[src/rtl/sound_light_lamp_controller_core_macros.svh]
// ---------------------------------------------------------------------------
// sound light lamp controller assertion macros
// shared property forms for the controller rtl, clocked on clk, off in reset
// ---------------------------------------------------------------------------
`ifndef SOUND_LIGHT_LAMP_CONTROLLER_CORE_MACROS_SVH
`define SOUND_LIGHT_LAMP_CONTROLLER_CORE_MACROS_SVH

// same-cycle implication
`define SLC_ASSERT_IMPLY(lbl, pre, post, msg) \
	lbl: assert property (@(posedge clk) disable iff (!arst_n) (pre) |-> (post)) \
		else $error(msg);

// next-cycle implication
`define SLC_ASSERT_NEXT(lbl, pre, post, msg) \
	lbl: assert property (@(posedge clk) disable iff (!arst_n) (pre) |=> (post)) \
		else $error(msg);

`endif

[src/rtl/slc_pkg.sv]
// ---------------------------------------------------------------------------
// slc_pkg
// types, sizes and constants shared by the lamp controller rtl
// ---------------------------------------------------------------------------
`default_nettype none

package slc_pkg;

	localparam int RING_DEPTH  = 500;
	localparam int SAMPLE_BITS = 12;
	localparam int POS_BITS    = (RING_DEPTH > 1) ? $clog2(RING_DEPTH) : 1;
	localparam int SUM_BITS    = SAMPLE_BITS + POS_BITS;

	// mean = floor(sum / RING_DEPTH) as (sum * DIV_MULT) >> DIV_SHIFT
	localparam int DIV_SHIFT = SUM_BITS + POS_BITS;
	localparam logic [63:0] DIV_MULT =
		((64'd1 << DIV_SHIFT) + 64'(RING_DEPTH) - 64'd1) / 64'(RING_DEPTH);
	localparam int MULT_BITS = DIV_SHIFT - POS_BITS + 1;
	localparam int PROD_BITS = SUM_BITS + MULT_BITS;

	// threshold is 11/10 of the mean
	localparam int THR_NUM  = 11;
	localparam int THR_DEN  = 10;
	localparam int CMP_BITS = SAMPLE_BITS + 5;

	localparam int AUDIO_BITS     = 12;
	localparam int LUX_BITS       = 17;
	localparam int HOLD_BITS      = 16;
	localparam int CFG_DATA_BITS  = 17;
	localparam int CFG_INDEX_BITS = 2;
	localparam int LEVEL_BITS     = (SAMPLE_BITS > AUDIO_BITS) ? SAMPLE_BITS : AUDIO_BITS;

	localparam logic [SAMPLE_BITS-1:0] INIT_LEVEL       = SAMPLE_BITS'(32'h9C4);
	localparam logic [AUDIO_BITS-1:0]  AUDIO_MIN_RESET  = AUDIO_BITS'(2500);
	localparam logic [LUX_BITS-1:0]    LUX_MIN_RESET    = '0;
	localparam logic [HOLD_BITS-1:0]   HOLD_TICKS_RESET = HOLD_BITS'(1000);

	typedef enum logic [1:0] {
		REQ_AUDIO  = 2'd0,
		REQ_BUTTON = 2'd1,
		REQ_TICK   = 2'd2
	} req_kind_t;

	typedef enum logic [CFG_INDEX_BITS-1:0] {
		CFG_AUDIO_MIN  = 2'd0,
		CFG_LUX_MIN    = 2'd1,
		CFG_HOLD_TICKS = 2'd2
	} cfg_reg_t;

	// decoded event; audio, button and tick are low when nothing is processed
	typedef struct packed {
		logic audio;
		logic button;
		logic tick;
		logic trig;
		logic released;
	} evt_t;

	typedef struct packed {
		logic lamp_lit;
		logic indicator_flip;
		logic debounce_active;
	} res_t;

endpackage

`default_nettype wire

[src/rtl/slc_lamp.sv]
// ---------------------------------------------------------------------------
// slc_lamp
// lamp, button arm, debounce timer and hold count state
// ---------------------------------------------------------------------------
`default_nettype none

`include "sound_light_lamp_controller_core_macros.svh"

module slc_lamp (
	input  wire logic                         clk,
	input  wire logic                         arst_n,
	input  wire slc_pkg::evt_t                evt,
	input  wire logic [slc_pkg::HOLD_BITS-1:0] hold_ticks,
	output slc_pkg::res_t                     res
);
	import slc_pkg::*;

	logic                 lamp_q;
	logic                 armed_q;
	logic                 timer_q;
	logic [HOLD_BITS-1:0] hold_q;

	logic                 lamp_d;
	logic                 armed_d;
	logic                 timer_d;
	logic [HOLD_BITS-1:0] hold_d;
	logic                 flip;

	always_comb begin
		lamp_d  = lamp_q;
		armed_d = armed_q;
		timer_d = timer_q;
		hold_d  = hold_q;
		flip    = 1'b0;
		if (evt.audio) begin
			if (evt.trig) begin
				flip = 1'b1;
				// already on: restart the hold period
				if (lamp_q) begin
					hold_d = '0;
				end else begin
					lamp_d = 1'b1;
				end
			end
		end else if (evt.button) begin
			if (armed_q) begin
				armed_d = 1'b0;
				lamp_d  = !lamp_q;
			end
			timer_d = 1'b1;
		end else if (evt.tick && timer_q && evt.released) begin
			armed_d = 1'b1;
			if (lamp_q) begin
				if (hold_q == hold_ticks) begin
					hold_d  = '0;
					lamp_d  = 1'b0;
					timer_d = 1'b0;
				end else begin
					hold_d = hold_q + HOLD_BITS'(1);
				end
			end else begin
				timer_d = 1'b0;
			end
		end
		res.lamp_lit        = lamp_d;
		res.indicator_flip  = flip;
		res.debounce_active = timer_d;
	end

	always_ff @(posedge clk or negedge arst_n) begin
		if (!arst_n) begin
			lamp_q  <= 1'b0;
			armed_q <= 1'b0;
			timer_q <= 1'b0;
			hold_q  <= '0;
		end else begin
			lamp_q  <= lamp_d;
			armed_q <= armed_d;
			timer_q <= timer_d;
			hold_q  <= hold_d;
		end
	end

	`SLC_ASSERT_NEXT(a_button_starts_timer, evt.button, timer_q, "button edge did not start timer")
	`SLC_ASSERT_NEXT(a_release_arms, evt.tick && timer_q && evt.released, armed_q, "released tick did not arm button")

endmodule

`default_nettype wire

[config.mk]
export PLATFORM = sky130hd
export DESIGN_NAME = slc_lamp
export DESIGN_NICKNAME = d
export VERILOG_FILES = /design/src/rtl/slc_pkg.sv /design/src/rtl/slc_lamp.sv
export VERILOG_INCLUDE_DIRS = /design/src /design/src/rtl
export SDC_FILE = /design/constraint.sdc
export NUM_CORES = 1
export LEC_CHECK = 0
export BUFFER_PORTS_ARGS = -buffer_cell sky130_fd_sc_hd__buf_2
export CAP_MARGIN = 20
export CORE_MARGIN = 1
export CORE_UTILIZATION = 38
export DETAILED_ROUTE_END_ITERATION = 6
export SETUP_SLACK_MARGIN = 0.1
export SLEW_MARGIN = 25
export SYNTH_ARGS = -nofsm -noshare
export SYNTH_HDL_FRONTEND = slang
export SYNTH_SLANG_ARGS = --single-unit
[constraint.sdc]
create_clock -name clk -period 2.3 [get_ports clk]
set_clock_uncertainty 0.2 [all_clocks]
set_input_delay 0.345 -clock clk [delete_from_list [all_inputs] [get_ports clk]]
set_output_delay 0.345 -clock clk [all_outputs]
set_load 0.05 [all_outputs]
Yosys cells after proc, flatten, opt, wreduce, memory -nomap -nowiden. Index checks and enable logic that the tools add are counted. Widths: inputs -> output; s select.

Register bits after elaboration: 19. Output and inout bits: 3. Word-level logic and storage cells: 39.

Add/sub/neg operators: 1. Equal/unequal tests: 3. Muxes and demuxes: 23. Bitwise gates (word level): 1. Reductions and logical operators: 7.

Operators with widths (number): $mux 16 (7); $add 16x1->16 const B (1); $eq 16x16->1 (1); $mux 1 (16); $reduce_and 4->1 (1); $reduce_bool 2->1 (2); $logic_and 1x1->1 (2); $ne 2x1->1 const B (1); $ne 2x2->1 const B (1); $reduce_and 2->1 (1); $logic_not 1->1 (1); $not 1->1 (1).

Longest topological paths before layout. Gate-level depths: netlist of run 1.

Word-level depth: 6. Mapped depth: 7. Depth with buffers taken out: 6.

Least setup slack after synthesis of run 1. Ideal clock, no wire load.

Path kind: reg-to-output. Start point: reg hold_q[4]. End point: out res[0] (netlist bit). Data arrival time: 1835 ps. Slack: -80 ps. Stages on the path, launching flop included: 8. Path through: dfrtp_1 > buf_4 > xor2_1 > nor4_2 > nand4_1 > a211o_1 > a21o_1 > buf_4.

Longest elaborated chain between the ends: 6.

Ends and longest elaborated chain: start, declared (RTL line slc_lamp.sv:21) `logic [HOLD_BITS-1:0] hold_q;`; start signal, assigned (RTL line slc_lamp.sv:80) `hold_q <= hold_d;`; $eq 16x16->1 (RTL line slc_lamp.sv:54) `if (hold_q == hold_ticks) begin`; $mux 1 (RTL line slc_lamp.sv:54); $mux 1 (RTL line slc_lamp.sv:53) `if (lamp_q) begin`; $mux 1 (RTL line slc_lamp.sv:51) `end else if (evt.tick && timer_q && evt.released) begin`; $mux 1 (RTL line slc_lamp.sv:45) `end else if (evt.button) begin`; $mux 1 (RTL line slc_lamp.sv:35) `if (evt.audio) begin`; end, declared (RTL line slc_lamp.sv:14) `output slc_pkg::res_t res`.

Every way passes these cells.

==> impl_metrics.json, run 1 <==
{
  "peakVddDrop_mv": 0.268,
  "leakagePower_nw": 0.799,
  "fp.dieW_um": 61.7,
  "grt_max_degree": 20,
  "p_comb_frac": 0.376,
  "synth_flop_cell": "dfrtp_1",
  "start_util": 0.402,
  "syn_area_per_cell_sq_um": 8.84,
  "cts_tree": "built",
  "cts_buffers": 3,
  "fin_cells": 250,
  "layout.nets": 229,
  "placed_cells": 235,
  "layout_common_cells": "buf_4, nand2_1, buf_2, dfrtp_1, xor2_1",
  "num_vias": 1329,
  "grtUsageTotal": 0.196,
  "r2r_slack_ns": 0.10,
  "p_int_w": 0.000595,
  "num_antenna_cells": 0,
  "min-delay-start": "evt[1]",
  "p_sw_frac": 0.355,
  "finalMaxSlewViolations": 0,
  "die_area_sq_um": 3800,
  "core_area_sq_um": 3360,
  "finalWorstSetupSlack_ns": -0.342,
  "ys_ff_latch": 19,
  "place_congestion": 0.806,
  "max_freq_ghz": 0.379,
  "reg2reg_from": "hold_q[8]",
  "hold_class": "in -> reg",
  "tns_ns": -0.619,
  "io_pins": 26,
  "netlist_area_sq_um": 1350,
  "routed_wl_mm": 3.52,
  "rsz0062_at_grt": "yes",
  "synth_cells": 153,
  "pre_cts_ws_ns": -0.131,
  "endpoint_kind": "output port",
  "place_hpwl_mm": 2.45,
  "via_per_inst": 5.32,
  "yosysUniqueCellTypes": 43,
  "cts_root_buf": "clkbuf_4",
  "grt_pass1_wl_mm": 5.43,
  "antenna_found_initial": 0,
  "yosysWarnings": 0,
  "worstHoldPathCells": 3,
  "area_growth_pct": 35.8,
  "worstSetupPathType": "reg -> out",
  "fp-row-count": 21,
  "drc": 0,
  "yosysSeqAreaShare": 0.352,
  "worstPathArrival_ns": 2.10,
  "clock_latency_ns": 0.31,
  "htreeDepth": 1,
  "violations": "negative setup slack",
  "min_period_over_period": 1.15,
  "antenna_left": 0,
  "clockPowerShare": 0.194,
  "die_h_um": 61.7,
  "wl_per_cell_um": 14.1,
  "power_frac_seq": 0.430,
  "drv_cap": 0,
  "r2r_end": "hold_q[15]",
  "worstHoldEndpoint": "lamp_q",
  "power.switching_w": 0.000328,
  "crit_required_ns": 1.75,
  "synthArstFlopShare": 1.00,
  "p_per_area_nw_per_um2": 503,
  "cp_max_fo": 3,
  "relSlewSlack": 0.687,
  "r2r_cells": 10,
  "hold_viol": 0,
  "startpoint_type": "flop",
  "drive_gt1_frac": 0.363,
  "path_clk_slew_ns": 0.12,
  "grt_pass1_vias": 1303,
  "io_buffer_count": 25,
  "drt_iter0_markers": 36,
  "nFillCells": 338,
  "synth-edff-count": 0,
  "layout_commonest_cell": "buf_4",
  "cts.sinks": 19,
  "synth_nets": 177,
  "status": "finished, violations left",
  "dr.pass1.iters": 4,
  "final-setup-viol-count": 2,
  "clock_path_buffers": 2,
  "overflow": 0,
  "tightest_slew_ns": 0.466,
  "min_period_ns": 2.64
}
how the worst max path moves through the flow:
stage / start / slack, ns / end / cells past startpoint
4_1_cts: hold_q[8] / -0.35 / res[0] / 7
6_report: hold_q[8] / -0.34 / res[0] / 7
5_1_grt: hold_q[8] / -0.47 / res[0] / 7
2_1_floorplan: hold_q[8] / -0.02 / res[0] / 7
3_3_place_gp: hold_ticks[8] / -0.13 / res[0] / 8
3_5_place_dp: hold_ticks[8] / -0.13 / res[0] / 8
per-layer routing:
layer | GRT usage | up-vias | wire length (um)
met1 | 0.226 | 655 | 1510
met5 | 0 | - | 0
met2 | 0.372 | 17 | 1900
li1 | - | 653 | -
met3 | 0.0273 | 4 | 77
met4 | 0.0571 | 0 | 27
synthesized netlist by cell type (2+ instances only):
library cell	number	share of area
a21o_1	2	0.011
a21oi_1	4	0.015
and2_1	2	0.0092
and3_1	2	0.0092
buf_2	4	0.015
buf_4	5	0.028
clkbuf_1	2	0.0056
dfrtp_1	19	0.35
inv_1	4	0.011
nand2_1	24	0.067
nand2b_1	2	0.0092
nand3_1	14	0.052
nand3b_1	2	0.011
nand4_1	4	0.018
nor2_1	3	0.0083
nor3_1	4	0.015
nor4_2	3	0.028
o211ai_1	3	0.017
o21ai_0	2	0.0074
o21ai_1	4	0.015
o22ai_1	3	0.014
o311ai_1	3	0.019
or2_2	2	0.0092
or3_1	2	0.0092
xor2_1	16	0.10
metrics by stage:
| step | hold slack [ns] | util | cell area [sq um] | power (W) |
|---|---|---|---|---|
| final | 0.142 | 0.546 | 1840 | 0.000923 |
| after global routing | 0.150 | 0.546 | 1840 | 0.000982 |
| after CTS | 0.135 | 0.512 | 1720 | 0.000891 |
| after detailed placement | 0.126 | 0.486 | 1640 | 0.000697 |
| after global placement | 0.122 | 0.486 | 1640 | 0.000682 |
| after floorplan | -0.151 | - | 1360 | 0.000595 |
power by group through the flow:
| stage | Combinational [W] | Sequential, W | Clock [W] |
|---|---|---|---|
| 2_1_floorplan | 0.000196 | 0.000399 | 0 |
| 5_1_grt | 0.000382 | 0.000401 | 0.000199 |
| 4_1_cts | 0.000311 | 0.000396 | 0.000184 |
| 6_report | 0.000347 | 0.000397 | 0.000179 |
| 3_5_place_dp | 0.000290 | 0.000407 | 0 |
| 3_3_place_gp | 0.000278 | 0.000404 | 0 |
registers in the layout, indices dropped and copies added, names as in the netlist:
name	count
hold_q	16
lamp_q	1
armed_q	1
timer_q	1
critical path: stages, from the launching register on:
cell,delay (ns)
dfrtp_1,0.41
xor2_1,0.15
nor4_2,0.31
buf_4,0.16
nand4_1,0.14
a211o_1,0.30
a21o_1,0.18
buf_6,0.15
logic make-up (layout without fill, tap and decap cells):
logic type / count (synthesis) / after routing / share of synthesized area
adder cells (fa/ha/maj): 1 / 1 / 0.00925
AO/OA/AOI/OAI: 30 / 30 / 0.172
XOR/XNOR: 16 / 16 / 0.104
buffers and inverters: 15 / 66 / 0.0592
flip-flops: 19 / 19 / 0.352
AND/OR/NAND/NOR: 72 / 72 / 0.304
final cells by class:
type                       count  area, sq um  share of cell area
multi-input combinational    119          825               0.449
sequential                    19          475               0.259
timing repair buffer          58          438               0.238
tap                           46         57.6              0.0313
clock buffer                   4         26.3              0.0143
inverter                       4         15.0             0.00817
what timing repair did:
item / 4_1_cts / 5_1_grt
gates resized for setup: 5 / 9
gates cloned: 0 / 2
endpoints found under the setup margin: 3 / 3
hold buffers: 1 / 0
buffers inserted: 5 / 4
endpoints found under the hold margin: 19 / 0
pin swaps: 6 / 7
No activity file was read; power rests on OpenSTA's default activity.
==> inputs of run 2 (changes only) <==
--- a/config.mk
+++ b/config.mk
@@ -11,7 +11,7 @@
 export CORE_MARGIN = 1
 export CORE_UTILIZATION = 38
 export DETAILED_ROUTE_END_ITERATION = 6
-export SETUP_SLACK_MARGIN = 0.1
+export SETUP_SLACK_MARGIN = 0.4
 export SLEW_MARGIN = 25
 export SYNTH_ARGS = -nofsm -noshare
 export SYNTH_HDL_FRONTEND = slang
==> impl_metrics.json, run 2 (synthesis results as in run 1) <==
{
  "place_hpwl_mm": 2.57,
  "relSlewSlack": 0.682,
  "clock_path_buffers": 2,
  "io_pins": 26,
  "cts.sinks": 19,
  "finalWorstSetupSlack_ns": -0.346,
  "grt_pass1_vias": 1365,
  "p_per_area_nw_per_um2": 488,
  "cts_buffers": 3,
  "worstSetupPathType": "reg -> out",
  "whs_ns": 0.181,
  "overflow": 0,
  "leakagePower_nw": 0.875,
  "use_met2": 0.390,
  "design_area_sq_um": 2060,
  "worstPathArrival_ns": 2.10,
  "rsz0062_at_grt": "yes",
  "area_growth_pct": 52.5,
  "fin_cells": 254,
  "placed_area_sq_um": 1650,
  "startpoint_type": "flop",
  "placed_cells": 237,
  "largest_register_ffs": 16,
  "cts_tree": "built",
  "grtUsageTotal": 0.222,
  "final-setup-viol-count": 2,
  "die_area_sq_um": 3800,
  "drt_iter0_markers": 46,
  "max_freq_ghz": 0.378,
  "hold_viol": 0,
  "drive_gt1_frac": 0.500,
  "drv_cap": 0,
  "use_met3": 0.0336,
  "violations": "negative setup slack",
  "htreeDepth": 1,
  "num_antenna_cells": 0,
  "die_h_um": 61.7,
  "antenna_left": 0,
  "grt_use_met1": 0.249,
  "crit_required_ns": 1.75,
  "grt_pass1_wl_mm": 6.06,
  "endpoint_kind": "output port",
  "drc": 0,
  "io_buffer_count": 25,
  "status": "finished, violations left",
  "dr.pass1.iters": 4,
  "antenna_found_initial": 0,
  "fp.dieW_um": 61.7,
  "core_area_sq_um": 3360,
  "clock_latency_ns": 0.30,
  "start_util": 0.402,
  "path_clk_slew_ns": 0.12,
  "place_congestion": 0.784,
  "min_period_over_period": 1.15,
  "layout_commonest_cell": "buf_4",
  "tns_ns": -0.680,
  "cp_max_fo": 3,
  "via_per_inst": 5.45,
  "wl_per_cell_um": 15.6,
  "min_period_ns": 2.65,
  "busiest_layer": "met2",
  "num_vias": 1384,
  "fp-row-count": 21,
  "routed_wl_mm": 3.95,
  "hold_class": "in -> reg",
  "layout_common_cells": "buf_4, buf_2, nand2_1, dfrtp_1, xor2_1",
  "cts_root_buf": "clkbuf_4",
  "regMostFlops": "hold_q",
  "finalMaxSlewViolations": 0,
  "peakVddDrop_mv": 0.242,
  "layout.nets": 233,
  "tightest_slew_ns": 0.478,
  "grt_max_degree": 20,
  "finalPower_w": 0.00101
}
-- run 2: cell types whose count changed in the layout (fill, tap and decap cells not counted), moves of 2 or more --
cell,previous run,this run
buf_16,0,2
a21oi_2,0,2
o21ai_1,4,2
nand3_1,13,7
o21ai_2,0,3
xor2_2,0,6
a21oi_1,4,1
buf_6,4,7
clkbuf_16,2,0
xor2_1,16,10
nand3_2,2,7
-- run 2: worst paths after layout --
check / slack (ns) / endpoint / cells past startpoint / start
min reg2reg: 0.32 / armed_q / 2 / armed_q
max in group asynchronous: 1.26 / hold_q[8] / 2 / arst_n
max: -0.35 / res[0] / 6 / hold_q[9]
max reg2reg: 0.16 / hold_q[8] / 8 / hold_q[15]
min in group asynchronous: 0.32 / armed_q / 2 / arst_n
min: 0.18 / lamp_q / 3 / evt[1]
-- run 2: per-layer routing --
metal / share of wire / vias to the layer above / wire (um)
li1: - / 661 / -
met1: 0.42 / 667 / 1670
met2: 0.50 / 40 / 1970
met3: 0.041 / 16 / 160
met4: 0.037 / 0 / 147
met5: 0 / - / 0
-- run 2: layout make-up --
type / count / area (sq um)
inverter: 4 / 15.0
timing repair buffer: 62 / 497
sequential: 19 / 475
fill: 301 / 1300
multi-input combinational: 119 / 992
tap: 46 / 57.6
clock buffer: 4 / 26.3
-- run 2: where the power goes --
group          internal (W)  switching, W  total, W
sequential         0.000369     0.0000341  0.000403
combinational      0.000204      0.000218  0.000422
clock             0.0000676      0.000116  0.000183
total              0.000640      0.000368   0.00101
-- run 2: critical path: stages (launching register included) --
cell and delay, ns:
dfrtp_1 0.40, xor2_1 0.18, nor4_2 0.38, nand4_1 0.21, a211o_1 0.29, a21o_1 0.18
buf_6 0.15
-- run 2: metrics by stage --
stage               setup WS, ns   util
floorplan                -0.0205      -
global placement          -0.127  0.491
detailed placement        -0.163  0.491
CTS                       -0.375  0.588
global route              -0.452  0.613
finish                    -0.346  0.613
-- run 2: repair_timing --
action                     4_1_cts  5_1_grt
pin swaps                       22        4
hold endpoints to repair        19        0
cloned                           2        0
resized for setup               41        8
hold buffers                     1        0
setup endpoints to repair       18       20
buffers inserted                 4        6
